==> config.mk <==
export PLATFORM = sky130hd
export DESIGN_NAME = directional_flow_aggregator
export DESIGN_NICKNAME = d
export VERILOG_FILES = /design/src/design/dfa_pkg.sv /design/src/design/dfa_front.sv /design/src/design/dfa_queue.sv /design/src/design/dfa_div.sv /design/src/design/dfa_back.sv /design/src/design/directional_flow_aggregator.sv
export SDC_FILE = /design/constraint.sdc
export NUM_CORES = 1
export LEC_CHECK = 0
export BUFFER_PORTS_ARGS = -buffer_cell sky130_fd_sc_hd__buf_2
export CAP_MARGIN = 20
export CELL_PAD_IN_SITES_DETAIL_PLACEMENT = 1
export CELL_PAD_IN_SITES_GLOBAL_PLACEMENT = 1
export CORE_ASPECT_RATIO = 0.6
export CORE_MARGIN = 4
export CORE_UTILIZATION = 35
export DETAILED_ROUTE_END_ITERATION = 8
export HOLD_SLACK_MARGIN = 0.15
export PLACE_DENSITY = 0.58
export SYNTH_ARGS = -nofsm -noshare
export SYNTH_HDL_FRONTEND = slang
export SYNTH_SLANG_ARGS = --single-unit
==> constraint.sdc <==
create_clock -name i_clk -period 7.9 [get_ports i_clk]
set_clock_uncertainty 0.1 [all_clocks]
set_input_delay 1.58 -clock i_clk [delete_from_list [all_inputs] [get_ports i_clk]]
set_output_delay 1.58 -clock i_clk [all_outputs]
set_load 0.02 [all_outputs]
==> src/design/dfa_pkg.sv <==
`default_nettype none

package dfa_pkg;

    localparam int MAX_VECTORS_DEF = 1048576;
    localparam int QUEUE_DEPTH_DEF = 4;

    localparam int DZ_W       = 15;
    localparam int COMP_W     = 16;
    localparam int IN_DATA_W  = 32;
    localparam int IN_USER_W  = 4;
    localparam int OUT_DATA_W = 96;

    localparam logic [DZ_W-1:0] DEAD_ZONE_RST = 15'd5;

    typedef enum logic [1:0] {
        SGN_ZERO = 2'b00,
        SGN_NEG  = 2'b01,
        SGN_POS  = 2'b10
    } t_sgn;

    // One classified flow vector as it travels from the front to the back.
    typedef struct packed {
        t_sgn              x_sgn;
        logic [COMP_W-1:0] x_mag;
        t_sgn              y_sgn;
        logic [COMP_W-1:0] y_mag;
        t_sgn              x_dir;
        t_sgn              y_dir;
        logic              last;
    } t_item;

    function automatic t_sgn sign_of(input logic msb, input logic nonzero);
        t_sgn s;
        if (!nonzero) begin
            s = SGN_ZERO;
        end else if (msb) begin
            s = SGN_NEG;
        end else begin
            s = SGN_POS;
        end
        return s;
    endfunction

endpackage

`default_nettype wire

==> src/design/dfa_front.sv <==
`default_nettype none

module dfa_front (
    input  wire logic                          i_s_tvalid,
    output logic                               o_s_tready,
    input  wire logic [dfa_pkg::IN_DATA_W-1:0] i_s_tdata,   // flow_dx, flow_dy
    input  wire logic [dfa_pkg::IN_USER_W-1:0] i_s_tuser,   // movement_x_dir, movement_y_dir
    input  wire logic                          i_s_tlast,   // last_vector
    input  wire logic                          i_q_ready,
    output logic                               o_q_push,
    output dfa_pkg::t_item                     o_q_item
);
    import dfa_pkg::*;

    logic [COMP_W-1:0] w_dx;
    logic [COMP_W-1:0] w_dy;
    logic [1:0]        w_mx;
    logic [1:0]        w_my;

    assign w_dx = i_s_tdata[COMP_W-1:0];
    assign w_dy = i_s_tdata[2*COMP_W-1:COMP_W];
    assign w_mx = i_s_tuser[1:0];
    assign w_my = i_s_tuser[3:2];

    assign o_s_tready = i_q_ready;
    assign o_q_push   = i_s_tvalid && i_q_ready;

    // Negative components travel as magnitudes; the most negative value maps to 0x8000.
    always_comb begin
        o_q_item.x_sgn = sign_of(w_dx[COMP_W-1], |w_dx);
        o_q_item.x_mag = w_dx[COMP_W-1] ? COMP_W'(-w_dx) : w_dx;
        o_q_item.y_sgn = sign_of(w_dy[COMP_W-1], |w_dy);
        o_q_item.y_mag = w_dy[COMP_W-1] ? COMP_W'(-w_dy) : w_dy;
        o_q_item.x_dir = sign_of(w_mx[1], |w_mx);
        o_q_item.y_dir = sign_of(w_my[1], |w_my);
        o_q_item.last  = i_s_tlast;
    end

endmodule

`default_nettype wire

==> src/design/dfa_queue.sv <==
`default_nettype none

module dfa_queue #(
    parameter int DEPTH = dfa_pkg::QUEUE_DEPTH_DEF
) (
    input  wire logic           i_clk,
    input  wire logic           i_rst_n,
    input  wire logic           i_push,
    input  wire dfa_pkg::t_item i_item,
    output logic                o_ready,
    output logic                o_valid,
    output dfa_pkg::t_item      o_item,
    input  wire logic           i_pop
);
    import dfa_pkg::*;

    localparam int PTR_W = (DEPTH > 1) ? $clog2(DEPTH) : 1;
    localparam int CNT_W = $clog2(DEPTH + 1);

    t_item            r_mem [DEPTH];
    logic [PTR_W-1:0] r_wr_ptr;
    logic [PTR_W-1:0] r_rd_ptr;
    logic [CNT_W-1:0] r_count;
    logic             w_push;
    logic             w_pop;

    assign o_ready = (r_count != CNT_W'(DEPTH));
    assign o_valid = (r_count != '0);
    assign o_item  = r_mem[r_rd_ptr];
    assign w_push  = i_push && o_ready;
    assign w_pop   = i_pop && o_valid;

    function automatic logic [PTR_W-1:0] ptr_inc(input logic [PTR_W-1:0] p);
        return (p == PTR_W'(DEPTH - 1)) ? '0 : p + 1'b1;
    endfunction

    always_ff @(posedge i_clk) begin
        if (w_push) begin
            r_mem[r_wr_ptr] <= i_item;
        end
    end

    always_ff @(posedge i_clk) begin
        if (!i_rst_n) begin
            r_wr_ptr <= '0;
            r_rd_ptr <= '0;
            r_count  <= '0;
        end else begin
            if (w_push) begin
                r_wr_ptr <= ptr_inc(r_wr_ptr);
            end
            if (w_pop) begin
                r_rd_ptr <= ptr_inc(r_rd_ptr);
            end
            if (w_push && !w_pop) begin
                r_count <= r_count + 1'b1;
            end else if (w_pop && !w_push) begin
                r_count <= r_count - 1'b1;
            end
        end
    end

endmodule

`default_nettype wire

==> src/design/dfa_div.sv <==
`default_nettype none

module dfa_div #(
    parameter int MAG_W = 36,
    parameter int CNT_W = 21
) (
    input  wire logic             i_clk,
    input  wire logic             i_rst_n,
    input  wire logic             i_start,
    input  wire logic [MAG_W-1:0] i_dividend,
    input  wire logic [CNT_W-1:0] i_divisor,
    output logic                  o_done,
    output logic [MAG_W-1:0]      o_quotient
);
    localparam int STEP_W = $clog2(MAG_W);

    logic              r_busy;
    logic              r_done;
    logic [STEP_W-1:0] r_step;
    logic [CNT_W-1:0]  r_rem;
    logic [MAG_W-1:0]  r_quo;
    logic [CNT_W-1:0]  r_div;
    logic [CNT_W:0]    w_trial;
    logic [CNT_W:0]    w_diff;
    logic              w_ge;

    // Restoring division, one quotient bit per cycle. The partial remainder
    // stays below the divisor, so it fits in the divisor's width.
    assign w_trial = {r_rem, r_quo[MAG_W-1]};
    assign w_ge    = (w_trial >= {1'b0, r_div});
    assign w_diff  = w_trial - {1'b0, r_div};

    assign o_done     = r_done;
    assign o_quotient = r_quo;

    always_ff @(posedge i_clk) begin
        if (!i_rst_n) begin
            r_busy <= 1'b0;
            r_done <= 1'b0;
        end else begin
            r_done <= 1'b0;
            if (i_start) begin
                r_busy <= 1'b1;
                r_step <= STEP_W'(MAG_W - 1);
                r_rem  <= '0;
                r_quo  <= i_dividend;
                r_div  <= i_divisor;
            end else if (r_busy) begin
                r_rem <= w_ge ? w_diff[CNT_W-1:0] : w_trial[CNT_W-1:0];
                r_quo <= {r_quo[MAG_W-2:0], w_ge};
                if (r_step == '0) begin
                    r_busy <= 1'b0;
                    r_done <= 1'b1;
                end else begin
                    r_step <= r_step - 1'b1;
                end
            end
        end
    end

endmodule

`default_nettype wire

==> src/design/dfa_back.sv <==
`default_nettype none

module dfa_back #(
    parameter int MAX_VECTORS = dfa_pkg::MAX_VECTORS_DEF
) (
    input  wire logic                           i_clk,
    input  wire logic                           i_rst_n,
    input  wire logic [dfa_pkg::DZ_W-1:0]       i_dead_zone,
    input  wire logic                           i_q_valid,
    input  wire dfa_pkg::t_item                 i_q_item,
    output logic                                o_q_pop,
    output logic                                o_m_tvalid,
    input  wire logic                           i_m_tready,
    output logic [dfa_pkg::OUT_DATA_W-1:0]      o_m_tdata
);
    import dfa_pkg::*;

    localparam int CNT_W = $clog2(MAX_VECTORS + 1);
    localparam int MAG_W = COMP_W - 1 + CNT_W;
    localparam int NCLS  = 4;

    localparam logic [1:0] CLS_LEFT  = 2'd0;
    localparam logic [1:0] CLS_RIGHT = 2'd1;
    localparam logic [1:0] CLS_UP    = 2'd2;
    localparam logic [1:0] CLS_DOWN  = 2'd3;

    typedef enum logic [2:0] {
        ST_ACC  = 3'b001,
        ST_DIV  = 3'b010,
        ST_EMIT = 3'b100
    } t_state;

    t_state                 r_state;
    t_state                 n_state;
    logic [MAG_W-1:0]       r_sum [NCLS];
    logic [MAG_W-1:0]       n_sum [NCLS];
    logic [CNT_W-1:0]       r_cnt [NCLS];
    logic [CNT_W-1:0]       n_cnt [NCLS];
    logic [COMP_W-1:0]      r_avg [NCLS];
    logic [1:0]             r_idx;
    logic                   r_launch;
    t_sgn                   r_x_dir;
    t_sgn                   r_y_dir;
    logic                   r_out_valid;
    logic [OUT_DATA_W-1:0]  r_out_data;

    logic [NCLS-1:0]        w_hit;
    logic [COMP_W-1:0]      w_mag [NCLS];
    logic                   w_div_done;
    logic [MAG_W-1:0]       w_quo;
    logic [COMP_W-1:0]      w_avg;
    logic                   w_clear;
    logic                   w_load;
    logic [COMP_W-1:0]      w_mean_x;
    logic [COMP_W-1:0]      w_mean_y;

    assign o_q_pop    = (r_state == ST_ACC) && i_q_valid;
    assign o_m_tvalid = r_out_valid;
    assign o_m_tdata  = r_out_data;

    assign w_hit[CLS_LEFT]  = (i_q_item.x_sgn == SGN_NEG);
    assign w_hit[CLS_RIGHT] = (i_q_item.x_sgn == SGN_POS);
    assign w_hit[CLS_UP]    = (i_q_item.y_sgn == SGN_NEG);
    assign w_hit[CLS_DOWN]  = (i_q_item.y_sgn == SGN_POS);
    assign w_mag[CLS_LEFT]  = i_q_item.x_mag;
    assign w_mag[CLS_RIGHT] = i_q_item.x_mag;
    assign w_mag[CLS_UP]    = i_q_item.y_mag;
    assign w_mag[CLS_DOWN]  = i_q_item.y_mag;

    dfa_div #(
        .MAG_W (MAG_W),
        .CNT_W (CNT_W)
    ) u_div (
        .i_clk      (i_clk),
        .i_rst_n    (i_rst_n),
        .i_start    (r_launch),
        .i_dividend (r_sum[r_idx]),
        .i_divisor  (r_cnt[r_idx]),
        .o_done     (w_div_done),
        .o_quotient (w_quo)
    );

    // Quotient magnitudes never exceed 0x8000, so the low bits hold them.
    // An empty class or a result inside the dead zone reads as zero.
    always_comb begin
        w_avg = w_quo[COMP_W-1:0];
        if (r_cnt[r_idx] == '0 || w_avg < {1'b0, i_dead_zone}) begin
            w_avg = '0;
        end
    end

    assign w_clear = w_div_done && (r_idx == CLS_DOWN);
    assign w_load  = (r_state == ST_EMIT) && (!r_out_valid || i_m_tready);

    always_comb begin
        for (int c = 0; c < NCLS; c++) begin
            n_sum[c] = r_sum[c];
            n_cnt[c] = r_cnt[c];
            if (w_clear) begin
                n_sum[c] = '0;
                n_cnt[c] = '0;
            end else if (o_q_pop && w_hit[c] && r_cnt[c] != CNT_W'(MAX_VECTORS)) begin
                n_sum[c] = r_sum[c] + MAG_W'(w_mag[c]);
                n_cnt[c] = r_cnt[c] + 1'b1;
            end
        end
    end

    // Negative averages are kept as magnitudes and negated on the way out.
    function automatic logic [COMP_W-1:0] choose(input t_sgn dir,
                                                 input logic [COMP_W-1:0] neg_mag,
                                                 input logic [COMP_W-1:0] pos_val);
        logic [COMP_W-1:0] neg_val;
        logic [COMP_W-1:0] pick;
        neg_val = COMP_W'(-neg_mag);
        unique case (dir)
            SGN_POS:  pick = (pos_val != '0) ? pos_val : neg_val;
            SGN_NEG:  pick = (neg_mag != '0) ? neg_val : pos_val;
            default:  pick = (neg_mag > pos_val) ? neg_val : pos_val;
        endcase
        return pick;
    endfunction

    assign w_mean_x = choose(r_x_dir, r_avg[CLS_LEFT], r_avg[CLS_RIGHT]);
    assign w_mean_y = choose(r_y_dir, r_avg[CLS_UP], r_avg[CLS_DOWN]);

    always_comb begin
        n_state = r_state;
        unique case (r_state)
            ST_ACC: begin
                if (o_q_pop && i_q_item.last) begin
                    n_state = ST_DIV;
                end
            end
            ST_DIV: begin
                if (w_clear) begin
                    n_state = ST_EMIT;
                end
            end
            ST_EMIT: begin
                if (w_load) begin
                    n_state = ST_ACC;
                end
            end
            default: n_state = ST_ACC;
        endcase
    end

    always_ff @(posedge i_clk) begin
        if (!i_rst_n) begin
            r_state     <= ST_ACC;
            r_launch    <= 1'b0;
            r_idx       <= CLS_LEFT;
            r_out_valid <= 1'b0;
            for (int c = 0; c < NCLS; c++) begin
                r_sum[c] <= '0;
                r_cnt[c] <= '0;
            end
        end else begin
            r_state  <= n_state;
            r_launch <= 1'b0;
            for (int c = 0; c < NCLS; c++) begin
                r_sum[c] <= n_sum[c];
                r_cnt[c] <= n_cnt[c];
            end
            if (o_q_pop && i_q_item.last) begin
                r_idx    <= CLS_LEFT;
                r_launch <= 1'b1;
            end else if (w_div_done && !w_clear) begin
                r_idx    <= r_idx + 1'b1;
                r_launch <= 1'b1;
            end
            if (w_load) begin
                r_out_valid <= 1'b1;
            end else if (i_m_tready) begin
                r_out_valid <= 1'b0;
            end
        end
    end

    always_ff @(posedge i_clk) begin
        if (o_q_pop && i_q_item.last) begin
            r_x_dir <= i_q_item.x_dir;
            r_y_dir <= i_q_item.y_dir;
        end
        if (w_div_done) begin
            r_avg[r_idx] <= w_avg;
        end
        if (w_load) begin
            r_out_data <= {2'b00,
                           r_avg[CLS_DOWN][COMP_W-2:0],
                           COMP_W'(-r_avg[CLS_UP]),
                           r_avg[CLS_RIGHT][COMP_W-2:0],
                           COMP_W'(-r_avg[CLS_LEFT]),
                           w_mean_y,
                           w_mean_x};
        end
    end

    a_div_only_in_div: assert property (@(posedge i_clk) disable iff (!i_rst_n)
        (w_div_done || r_launch) |-> (r_state == ST_DIV))
        else $error("divider active outside the divide phase");

    a_store_cleared: assert property (@(posedge i_clk) disable iff (!i_rst_n)
        (r_state == ST_EMIT) |-> (r_cnt[CLS_LEFT] == '0 && r_cnt[CLS_RIGHT] == '0 &&
                                  r_cnt[CLS_UP] == '0 && r_cnt[CLS_DOWN] == '0))
        else $error("store not cleared before result is emitted");

    a_cnt_bound: assert property (@(posedge i_clk) disable iff (!i_rst_n)
        (r_cnt[CLS_LEFT] <= CNT_W'(MAX_VECTORS)) && (r_cnt[CLS_RIGHT] <= CNT_W'(MAX_VECTORS))
        && (r_cnt[CLS_UP] <= CNT_W'(MAX_VECTORS)) && (r_cnt[CLS_DOWN] <= CNT_W'(MAX_VECTORS)))
        else $error("class count passed its limit");

    a_load_once: assert property (@(posedge i_clk) disable iff (!i_rst_n)
        w_load |=> (r_state == ST_ACC))
        else $error("result loaded without returning to accumulation");

endmodule

`default_nettype wire

==> src/design/directional_flow_aggregator.sv <==
`default_nettype none

// Directional flow aggregator. Each input item is one signed Q8.8 flow vector; the block
// sums negative and positive components per axis and, on the item marked with tlast,
// outputs the truncated averages after the dead zone together with one mean per axis
// chosen from the previous movement direction carried in tuser. While a frame is being
// collected the block takes one item per cycle; a four-entry queue sits between the
// input and the accumulators. After the last item the four averages come from one
// shared restoring divider, one quotient bit per cycle over a MAG_W-bit dividend, where
// MAG_W = 15 + clog2(MAX_VECTORS + 1) (36 at the default); items arriving during the
// division and the output handshake wait in the queue.
// The dead zone register may only be written while no frame is in flight.
module directional_flow_aggregator #(
    parameter int MAX_VECTORS = dfa_pkg::MAX_VECTORS_DEF,
    parameter int QUEUE_DEPTH = dfa_pkg::QUEUE_DEPTH_DEF
) (
    input  wire logic                           i_clk,
    input  wire logic                           i_rst_n,
    input  wire logic                           i_cfg_wr_en,
    input  wire logic [dfa_pkg::DZ_W-1:0]       i_cfg_wr_data,    // dead_zone
    input  wire logic                           i_s_axis_tvalid,
    output logic                                o_s_axis_tready,
    input  wire logic [dfa_pkg::IN_DATA_W-1:0]  i_s_axis_tdata,   // flow_dx, flow_dy
    input  wire logic [dfa_pkg::IN_USER_W-1:0]  i_s_axis_tuser,   // movement_x_dir, movement_y_dir
    input  wire logic                           i_s_axis_tlast,   // last_vector
    output logic                                o_m_axis_tvalid,
    input  wire logic                           i_m_axis_tready,
    // mean_x, mean_y, left_avg, right_avg, up_avg, down_avg, two zero bits
    output logic [dfa_pkg::OUT_DATA_W-1:0]      o_m_axis_tdata
);
    import dfa_pkg::*;

    logic [DZ_W-1:0] r_dead_zone;
    logic            w_q_ready;
    logic            w_q_push;
    t_item           w_front_item;
    logic            w_q_valid;
    t_item           w_q_item;
    logic            w_q_pop;

    always_ff @(posedge i_clk) begin
        if (!i_rst_n) begin
            r_dead_zone <= DEAD_ZONE_RST;
        end else if (i_cfg_wr_en) begin
            r_dead_zone <= i_cfg_wr_data;
        end
    end

    dfa_front u_front (
        .i_s_tvalid (i_s_axis_tvalid),
        .o_s_tready (o_s_axis_tready),
        .i_s_tdata  (i_s_axis_tdata),
        .i_s_tuser  (i_s_axis_tuser),
        .i_s_tlast  (i_s_axis_tlast),
        .i_q_ready  (w_q_ready),
        .o_q_push   (w_q_push),
        .o_q_item   (w_front_item)
    );

    dfa_queue #(
        .DEPTH (QUEUE_DEPTH)
    ) u_queue (
        .i_clk   (i_clk),
        .i_rst_n (i_rst_n),
        .i_push  (w_q_push),
        .i_item  (w_front_item),
        .o_ready (w_q_ready),
        .o_valid (w_q_valid),
        .o_item  (w_q_item),
        .i_pop   (w_q_pop)
    );

    dfa_back #(
        .MAX_VECTORS (MAX_VECTORS)
    ) u_back (
        .i_clk       (i_clk),
        .i_rst_n     (i_rst_n),
        .i_dead_zone (r_dead_zone),
        .i_q_valid   (w_q_valid),
        .i_q_item    (w_q_item),
        .o_q_pop     (w_q_pop),
        .o_m_tvalid  (o_m_axis_tvalid),
        .i_m_tready  (i_m_axis_tready),
        .o_m_tdata   (o_m_axis_tdata)
    );

endmodule

`default_nettype wire

==> out/summary.md, run 1 <==
Input and output buffers added on the ports amount to 152. Relative to the synthesized area, the layout overhead comes to 14.1%. The power share of the sequential group was 38.2%; the combined area of all synthesized cells was 33900 um^2. Cell internal power was estimated by the tool at 7.71 mW. The repair_antennas step left the layout with diodes totalling 0. The average footprint of a synthesized cell is 11.6 um^2, and the max-cap check violation count is 0. The congestion estimate from routability-driven global placement came to 0.878. The run gives 3 as the total number of H-tree levels. For the pin with the worst max-slew slack, the measured transition is 1110 ps.

Counting flops with an async set or reset pin after synthesis yields a share of 0%. The highest attainable clock frequency was 213 MHz; the standard cell core area was 96000 um^2. STA classifies the critical path endpoint as a register. The analysis attributes to cell leakage a power of 14.2 nW. Synthesis handed over a netlist of 2930 instances.

Excluding fillers, the count of instances in the completed layout stands at 4430. For this run, the leading register cell type out of synthesis is sky130_fd_sc_hd__edfxtp_1. Of the total power, the clock network draws 31.0%. In the global route stage, overall resource usage came out at 19.6%. Summed over all layers, the routed wires come to 101 mm. The post-route cell area came out at 38600 um^2. Across all register-to-register paths, the minimum setup slack is 3210 ps. After synthesis the netlist holds a flip-flop and latch count of 673. The logs give 6 for the number of antenna violations at the first check in global routing and 0 for the number of nets with antenna violations after routing. Clock tree synthesis inserted a total of 70 buffers.

The worst setup path is of the register to register kind. The first TritonRoute pass finished after 5 iterations. Buffers inserted during post-CTS setup optimization: 0. The post-detailed-route wirelength per cell is 22.9 um.

The worst register-to-register path ends at u_back.r_sum[2][32]. The min-delay analysis places its worst path in the category register to register. The total congestion overflow was 0; the count of hold-fix buffers inserted at cts was 0. The logs give 8340 ps for the required time of the worst setup path and 35.3% for the starting utilization of the core area. After clock tree synthesis, the clock-pin slew on the worst setup and hold paths is 60 ps. In this run the count of I/O pins placed on the die edge is 155. The height of the die was 249 um; the number of vias in the routed layout was 24049. The TritonCTS sink count is 673, and the net switching power of the design is 3.96 mW. TritonCTS built the clock tree.

Gates resized during post-CTS repair numbered 0. Counting flops with a built-in enable in the synthesized netlist gives 410. Combinational logic burns 30.8% of the power. After detailed placement, the total cell area comes to 36000 um^2. Net switching is 33.9% of the power. The worst reg2reg path depth is 13, and the cell count after placement is 4295. The flow ran to the end, and the final reports show no timing, DRC or antenna violations.

The worst-case IR drop observed on VDD is 0.000162 V. The die is 410 um wide. The count of nets after finishing was 3289; the total count of hold-check failures in the final report was 0. In this run the power density over the cells is 302 nW/um^2. In this run the worst path has a maximum fanout of 17. Entering global routing, the biggest net connects 121 pins. The run gives 0 as the number of warning messages in the yosys log. The first global-routing pass estimated 154 mm of wire.

Setup repair after global routing left no endpoint under its margin. After legalization and detailed placement, the total HPWL measured 75.1 mm. The worst-case hold path end point was u_back.u_div.o_done. Counting instances, the worst hold path has a depth of 2. Startpoint of the lowest-slack hold path: u_back.u_div.r_busy.

The overall power consumption is 11.7 mW, and the final critical-path required period is 4690 ps. The setup TNS after final layout came out at 0 ps. The run gives 10359 as the count of filler cells inserted in the layout. The endpoint arrival time on the critical path is 5130 ps.

No sink is reached through more buffers than the 3 on the longest clock path. The final count of pins violating max slew was 0. Number of global-route vias before repair: 24448.

The netlist uses 78 different library cells. The normalized max-slew margin was 25.9%. The die covers 102000 um^2. Dividing the detail-routed via count by the number of cells gives 5.43. The final critical path takes up 59.3% of the cycle. The critical path startpoint category was a register.

The detailed router finished its first iteration with 2053 violations. Root cell of the clock tree: sky130_fd_sc_hd__clkbuf_16. Of the synthesized area, sequential elements account for 51.9%.

Cells with a size suffix above 1 make up 15.6% of the layout. The run gives 670 ps as the clock latency on the worst-skew pair. The tools report the number of setup violations in the final report as 0. For the number of rows in the core area, the log shows 88. Post-detailed-route DRC marker count: 0.
## placed cells by master, fill, tap and decap left out, types with 12 or more instances in the layout
cell,instances
sky130_fd_sc_hd__a211oi_1,31
sky130_fd_sc_hd__mux4_2,98
sky130_fd_sc_hd__xnor2_1,127
sky130_fd_sc_hd__o21ai_0,72
sky130_fd_sc_hd__nand2_1,185
sky130_fd_sc_hd__a21o_1,47
sky130_fd_sc_hd__mux2_2,36
sky130_fd_sc_hd__buf_4,29
sky130_fd_sc_hd__dfxtp_1,258
sky130_fd_sc_hd__mux2i_1,58
sky130_fd_sc_hd__or2_2,14
sky130_fd_sc_hd__o21bai_1,13
sky130_fd_sc_hd__o211ai_1,17
sky130_fd_sc_hd__xor2_1,92
sky130_fd_sc_hd__nand4_1,62
sky130_fd_sc_hd__nor4_1,43
sky130_fd_sc_hd__clkbuf_16,75
sky130_fd_sc_hd__a22o_1,32
sky130_fd_sc_hd__and3_1,40
sky130_fd_sc_hd__nand3_1,53
sky130_fd_sc_hd__ha_1,159
sky130_fd_sc_hd__edfxtp_1,410
sky130_fd_sc_hd__nand2b_1,24
sky130_fd_sc_hd__nor3_1,51
sky130_fd_sc_hd__and4_1,17
sky130_fd_sc_hd__buf_2,152
sky130_fd_sc_hd__nor2b_1,43
sky130_fd_sc_hd__o31ai_1,19
sky130_fd_sc_hd__a31o_2,12
sky130_fd_sc_hd__or4_1,20
sky130_fd_sc_hd__nor2_1,258
sky130_fd_sc_hd__clkbuf_1,12
sky130_fd_sc_hd__inv_1,149
sky130_fd_sc_hd__or3_1,39
sky130_fd_sc_hd__a21oi_1,151
sky130_fd_sc_hd__o21a_1,23
sky130_fd_sc_hd__and2_1,28
## logic make-up after synthesis
group                      Yosys count  synth area share [%]
other                                1                0.0111
and+or+nand+nor                    916                  13.9
adders and majority gates          165                  6.23
DFF                                673                  51.9
muxes                              192                  9.43
AOI/OAI and AO/OA                  496                  9.76
xor gates and xnor gates           219                  5.66
buffers and inverters              268                  3.09
## cell type report
cell class | instances | area [um^2] | share of cell area, %
clock buffer | 98 | 2070 | 5.37
multi-input combinational | 1990 | 15300 | 39.6
tap | 1305 | 1630 | 4.23
inverter | 149 | 559 | 1.45
clock inverter | 32 | 467 | 1.21
sequential | 673 | 17600 | 45.5
timing repair buffer | 183 | 1030 | 2.66
## per-layer routing
| metal | share of wire [%] | track usage (%) | wire length [um] | vias up |
|---|---|---|---|---|
| met5 | 0 | 0 | 0 | - |
| met2 | 41 | 27.6 | 41600 | 555 |
| met3 | 5.8 | 4.10 | 5900 | 101 |
| met4 | 1.4 | 3.64 | 1450 | 0 |
| li1 | - | - | - | 11160 |
| met1 | 52 | 30.7 | 52500 | 12233 |
## Yosys cell counts (7+ instances only)
cell | count | area share (%)
sky130_fd_sc_hd__o311ai_0 | 7 | 0.18
sky130_fd_sc_hd__or4_1 | 20 | 0.44
sky130_fd_sc_hd__o21bai_1 | 13 | 0.29
sky130_fd_sc_hd__mux2_2 | 36 | 1.2
sky130_fd_sc_hd__nand4_1 | 62 | 1.1
sky130_fd_sc_hd__dfxtp_1 | 263 | 16
sky130_fd_sc_hd__o21ai_0 | 73 | 1.1
sky130_fd_sc_hd__o41ai_1 | 11 | 0.28
sky130_fd_sc_hd__a41oi_1 | 7 | 0.18
sky130_fd_sc_hd__ha_1 | 159 | 5.9
sky130_fd_sc_hd__nor3_1 | 51 | 0.75
sky130_fd_sc_hd__nand2b_1 | 24 | 0.44
sky130_fd_sc_hd__mux4_2 | 98 | 6.5
sky130_fd_sc_hd__a211oi_1 | 31 | 0.69
sky130_fd_sc_hd__and2_1 | 28 | 0.52
sky130_fd_sc_hd__nor2_1 | 258 | 2.9
sky130_fd_sc_hd__nor4b_1 | 9 | 0.23
sky130_fd_sc_hd__a22o_1 | 32 | 0.83
sky130_fd_sc_hd__buf_2 | 12 | 0.18
sky130_fd_sc_hd__and4_1 | 17 | 0.44
sky130_fd_sc_hd__nand3b_1 | 7 | 0.16
sky130_fd_sc_hd__inv_1 | 149 | 1.7
sky130_fd_sc_hd__a21oi_1 | 151 | 2.2
sky130_fd_sc_hd__and3_1 | 44 | 0.81
sky130_fd_sc_hd__nand3_1 | 53 | 0.78
sky130_fd_sc_hd__o211ai_1 | 17 | 0.38
sky130_fd_sc_hd__clkbuf_1 | 91 | 1.0
sky130_fd_sc_hd__xor2_1 | 92 | 2.4
sky130_fd_sc_hd__a21o_1 | 47 | 1.0
sky130_fd_sc_hd__xnor2_1 | 127 | 3.3
sky130_fd_sc_hd__o31ai_1 | 19 | 0.42
sky130_fd_sc_hd__buf_1 | 11 | 0.12
sky130_fd_sc_hd__nor4_1 | 43 | 0.79
sky130_fd_sc_hd__nor2b_1 | 44 | 0.81
sky130_fd_sc_hd__o21a_1 | 24 | 0.53
sky130_fd_sc_hd__mux2i_1 | 58 | 1.7
sky130_fd_sc_hd__or2_2 | 14 | 0.26
sky130_fd_sc_hd__edfxtp_1 | 410 | 36
sky130_fd_sc_hd__nand2_1 | 186 | 2.1
sky130_fd_sc_hd__o2111ai_1 | 7 | 0.18
sky130_fd_sc_hd__a31oi_1 | 8 | 0.15
sky130_fd_sc_hd__a31o_2 | 12 | 0.31
sky130_fd_sc_hd__or3_1 | 39 | 0.72
## through the flow
step           hold WS (ps)  utilization [%]  worst slack (ps)
2_1_floorplan           324                -              1430
3_3_place_gp            338             37.5              3320
3_5_place_dp            346             37.5              3210
4_1_cts                 361             40.2              3170
5_1_grt                 389             40.2              2820
6_report                362             40.2              3210
## worst max-delay path, cell delays in order (launching register included)
cell	delay [ps]
sky130_fd_sc_hd__dfxtp_2	590
sky130_fd_sc_hd__buf_4	420
sky130_fd_sc_hd__mux4_2	610
sky130_fd_sc_hd__ha_1	260
sky130_fd_sc_hd__fa_1	420
sky130_fd_sc_hd__a21o_1	210
sky130_fd_sc_hd__a21boi_0	330
sky130_fd_sc_hd__o211ai_1	220
sky130_fd_sc_hd__nand2_1	210
sky130_fd_sc_hd__o221ai_1	250
sky130_fd_sc_hd__a41oi_1	380
sky130_fd_sc_hd__buf_4	290
sky130_fd_sc_hd__o311ai_0	160
sky130_fd_sc_hd__o41ai_1	100
## power groups by stage
stage	combinational [mW]	clock, mW	sequential [mW]
finish	3.60	3.62	4.45
global route	3.98	3.88	4.49
CTS	3.60	3.73	4.46
detailed placement	3.57	0	4.54
global placement	3.43	0	4.52
floorplan	2.64	0	4.35
## flip-flops by register name (all words and copies together) (netlist names), 3 cells and up, named ones only
name and cells:
u_back.u_div.o_quotient 36, u_back.r_avg 64, u_back.u_div.r_div 21, u_back.r_sum 144
u_back.o_m_tdata 94, u_queue.r_mem 164, u_back.r_cnt 84, u_back.r_state 3
u_back.u_div.r_step 6, u_back.u_div.r_rem 21, u_queue.r_count 3, r_dead_zone 15
## worst max-delay path by stage
stage / endpoint / cells past startpoint / from / slack [ps]
after floorplan: u_back.o_m_tdata[0] / 2 / i_m_axis_tready / 1430
after global placement: u_back.r_sum[3][26] / 13 / register / 3320
after detailed placement: u_back.r_sum[3][26] / 13 / register / 3210
after CTS: u_back.r_sum[3][26] / 13 / register / 3170
after global routing: u_back.r_sum[0][30] / 11 / register / 2820
final: u_back.r_sum[2][32] / 13 / register / 3210
No activity file was read; power rests on OpenSTA's default activity.
==> run 2, diff against run 1 <==
--- a/config.mk
+++ b/config.mk
@@ -5,6 +5,7 @@
 export SDC_FILE = /design/constraint.sdc
 export NUM_CORES = 1
 export LEC_CHECK = 0
+export ABC_AREA = 1
 export BUFFER_PORTS_ARGS = -buffer_cell sky130_fd_sc_hd__buf_2
 export CAP_MARGIN = 20
 export CELL_PAD_IN_SITES_DETAIL_PLACEMENT = 1
@@ -14,7 +15,7 @@
 export CORE_UTILIZATION = 35
 export DETAILED_ROUTE_END_ITERATION = 8
 export HOLD_SLACK_MARGIN = 0.15
-export PLACE_DENSITY = 0.58
+export PLACE_DENSITY = 0.65
 export SYNTH_ARGS = -nofsm -noshare
 export SYNTH_HDL_FRONTEND = slang
 export SYNTH_SLANG_ARGS = --single-unit
==> constraint.sdc (replaced) <==
create_clock -name i_clk -period 4.2 [get_ports i_clk]
set_clock_uncertainty 0.1 [all_clocks]
set_input_delay 0.84 -clock i_clk [delete_from_list [all_inputs] [get_ports i_clk]]
set_output_delay 0.84 -clock i_clk [all_outputs]
set_load 0.02 [all_outputs]
==> out/summary.md, run 2 <==
The starting utilization of the core area came out at 35.4% (+0.17 points). The category of cells accounting for the largest share of critical-path delay was compound AO/OA/AOI/OAI gates. The count of filler cells inserted in the layout was 13527 (+31%). Die width: 439 um (+7.2%). The logs give 155 (unchanged) for the number of I/O pins and 4650 ps (-3690 ps) for the required time of the worst setup path.

The least setup slack across all paths after layout was 406 ps (-2810 ps). The pin count of the biggest net entering global routing is 147 (+21%). The average footprint of a synthesized cell came out at 7.64 um^2 (-34%). Traced cell by cell, the critical path runs through inv_2 > buf_4 > o21ai_0 > o22ai_1 > ha_1 > nand3_1 > nand3_1 > a21oi_1 > o21ai_0 > xor2_1 > o21ai_0 > inv_1. sky130_fd_sc_hd__nand2_1 is the most common cell in the netlist.

The run gives 35955 (+50%) as the number of vias in the routed layout. Storage element area: 17600 um^2 (about the same). TritonCTS built the clock tree. Setup repair after global routing left no endpoint under its margin. The tools report the max-cap check violation count as 0 (unchanged). For the total congestion overflow, the log shows 0 (unchanged).

The number of rows in the core area was 94 (+6.8%); the maximum clock path buffer count was 3 (unchanged). For the cell count after placement, the log shows 6628 (+54%). For the count of cell types in the netlist, the log shows 54 (-31%). In the synthesized netlist, the cells that appear most often are sky130_fd_sc_hd__nand2_1 (1141), sky130_fd_sc_hd__nor2_1 (652), sky130_fd_sc_hd__inv_1 (622). In the synthesized netlist the dominant register cell turns out to be sky130_fd_sc_hd__edfxtp_1. The total routing resource utilization after global routing is 23.8% (+4.3 points).

The library cells used most frequently in the layout, excluding fill and tap cells, are sky130_fd_sc_hd__nand2_1 (1140), sky130_fd_sc_hd__nor2_1 (646), sky130_fd_sc_hd__inv_1 (622). The area of the die was 117000 um^2 (+15%); the clock latency on the worst-skew pair was 670 ps (about the same). The area share of the largest cell type after synthesis works out to 31.6% (-4.8 points). The maximum cell stage delay along the critical path came out at 680 ps (+70 ps). The number of flip-flops in the largest register was 164 (unchanged); the count of nets after finishing was 5440 (+65%). The worst-case vdd ir drop is 0.000325 V (+100%). The tools report the combined area of all synthesized cells as 39000 um^2 (+15%). By area the synthesized netlist is led by sky130_fd_sc_hd__edfxtp_1 (32%), sky130_fd_sc_hd__dfxtp_1 (13%), sky130_fd_sc_hd__nand2_1 (11%). The count of hold-fix buffers inserted at cts was 0 (unchanged); the post-detailed-placement half-perimeter wirelength was 108 mm (+44%). By instance count, the cell type seen most on the critical path is sky130_fd_sc_hd__o21ai_0. The height of the die was 267 um (+7.1%); the cell count after synthesis was 5109 (+74%).

The CTS clock-pin slew for the worst setup and hold paths is 60 ps (about the same), and the TritonCTS sink count is 673 (unchanged). The share of the cycle needed by the critical path after routing is 90.3% (+31 points), and the number of antenna violations at the first check in global routing is 5 (-1). The post-synthesis sequential area ratio came out at 45.0% (-6.9 points).

The initial detailed-routing violation count came out at 3377 (+64%). The tools report the setup TNS after final layout as 0 ps (unchanged). The tools report the total number of H-tree levels as 3 (unchanged). The normalized max-slew margin came out at 24.2% (-1.7 points). The average via count per standard cell came out at 5.31 (-2.1%).

Share of async-settable or async-resettable flops after synthesis: 0% (unchanged). The share of post-route cells with drive strength above 1 came out at 7.11% (-8.4 points). The endpoint class of the critical path was a register. The number of warning messages in the yosys log came out at 0 (unchanged).

u_queue.r_mem holds more flip-flops than any other register. The final cell count without fillers came out at 6766 (+53%). The standard cell core area is 110000 um^2 (+15%). The worst-case setup slack after placement came out at 549 ps (-2670 ps).

The post-detailed-route wirelength per cell is 21.0 um (-8.3%). The path class of the tightest hold or removal check is input pin to register. The leakage power is 18.1 nW (+27%). The library cell used most frequently in the layout, excluding fill and tap cells, is sky130_fd_sc_hd__nand2_1. The setup path with the least slack is of type register to register. The length of the first detailed-routing pass in iterations came out at 5 (unchanged). The worst setup path is launched from a register. The number of resized instances in the post-cts repair step was 0 (unchanged); the number of setup violations in the final report was 0 (unchanged). CTS placed an instance of sky130_fd_sc_hd__clkbuf_16 at the clock tree root.

The run gives 0 (unchanged) as the post-detailed-route DRC marker count. The tools report the post-route core utilization as 40.1% (-0.17 points). The cell accounting for the most synthesized area was sky130_fd_sc_hd__edfxtp_1.

The run gives 26.5 mW (+130%) as the overall power consumption. The run gives 0 (unchanged) as the buffers inserted during post-CTS setup optimization. The run gives 264 MHz (+24%) as the highest attainable clock frequency. The run gives 0.920 (+4.8%) as the final estimated routing congestion in global placement. The sum of routed wire length over all layers is 142 mm (+40%), and the pin slew with the least headroom to its limit is 1120 ps (+15.0 ps).

Number of nets with antenna violations after routing: 0 (unchanged). Power density over cell area: 602 nW/um^2 (+99%). The total of flip-flops plus latches after synthesis was 673 (unchanged); the final count of pins violating max slew was 0 (unchanged). Cell type of the slowest stage on the worst timing path: sky130_fd_sc_hd__o22ai_1. The footprint of the multi-input gates is 18300 um^2 (+20%).

The number of CTS-inserted buffers was 74 (+5.7%). The flow ran to the end, and the final reports show no timing, DRC or antenna violations. The area growth from synthesis to layout was 13.0%.

The count of buffers inserted at the top-level ports works out to 152 (unchanged). Total count of hold-check failures in the final report: 0 (unchanged). The final critical-path required period is 3790 ps (-893 ps). The count of buffer and inverter cells on the critical path is 3 (+1), and the number of global-route vias before repair is 34708 (+42%). The number of enable-type register cells in the synthesized netlist was 410 (unchanged). The largest fanout on the critical path was 30 (+13); the first-pass GRT wire length was 217 mm (+40%).

For the endpoint arrival time on the critical path, the log shows 4240 ps (-890 ps).
[run 2: cell types whose count changed after synthesis, moves of 223 or more]
cell                      change
sky130_fd_sc_hd__a21oi_1    +223
sky130_fd_sc_hd__o21ai_0    +289
sky130_fd_sc_hd__inv_1      +473
sky130_fd_sc_hd__nand2_1    +955
sky130_fd_sc_hd__nand3_1    +316
sky130_fd_sc_hd__nor2_1     +394
[run 2: worst min-delay path, cell delays in order]
cell                      delay (ps)
sky130_fd_sc_hd__buf_2            80
sky130_fd_sc_hd__a21oi_1          50
sky130_fd_sc_hd__o21ai_0          50
[run 2: area by class of cell]
class                           instances  share of cell area (%)
Antenna cell                            1                 0.00567
Clock buffer                           98                    4.80
Clock inverter                         37                    1.33
Inverter                              630                    5.37
Multi-Input combinational cell       3629                    41.5
Sequential cell                       673                    39.9
Tap cell                             1488                    4.22
Timing Repair Buffer                  210                    2.88
[run 2: path summary, 6_finish.rpt]
kind,cells past startpoint,end,start,slack [ps]
max reg2reg,12,u_back.r_sum[3][15],register,410
max,12,u_back.r_sum[3][15],register,410
min reg2reg,2,r_dead_zone[3],r_dead_zone[3],360
min,3,r_dead_zone[2],i_cfg_wr_data[2],280
[run 2: per-stage QoR]
step                hold WS (ps)  cell area (um^2)
floorplan                    326             39000
global placement             344             41400
detailed placement           356             41400
CTS                          242             44100
global route                 278             44100
finish                       285             44100
[run 2: cells by family after synthesis]
family	share of synthesized area (%)
AO/OA/AOI/OAI	12.6
XOR/XNOR	2.74
adder cells (fa/ha/maj)	5.41
buffers and inverters	8.17
flip-flops	45.0
other	0.00961
AND/OR/NAND/NOR	26.1
[run 2: metal layers]
metal / GRT usage (%) / routed length (um) / vias up
li1: - / - / 17236
met2: 31.0 / 53100 / 1036
met5: 0 / 13 / -
met4: 3.79 / 2010 / 2
met1: 39.7 / 76100 / 17557
met3: 4.93 / 10900 / 124
[run 2: power breakdown]
part	total, mW	internal (mW)	switching [mW]	leakage, nW
registers	8.66	8.05	0.612	5.90
clock network	7.41	4.44	2.97	1.32
logic	10.5	3.03	7.45	10.8
total	26.5	15.5	11.0	18.1
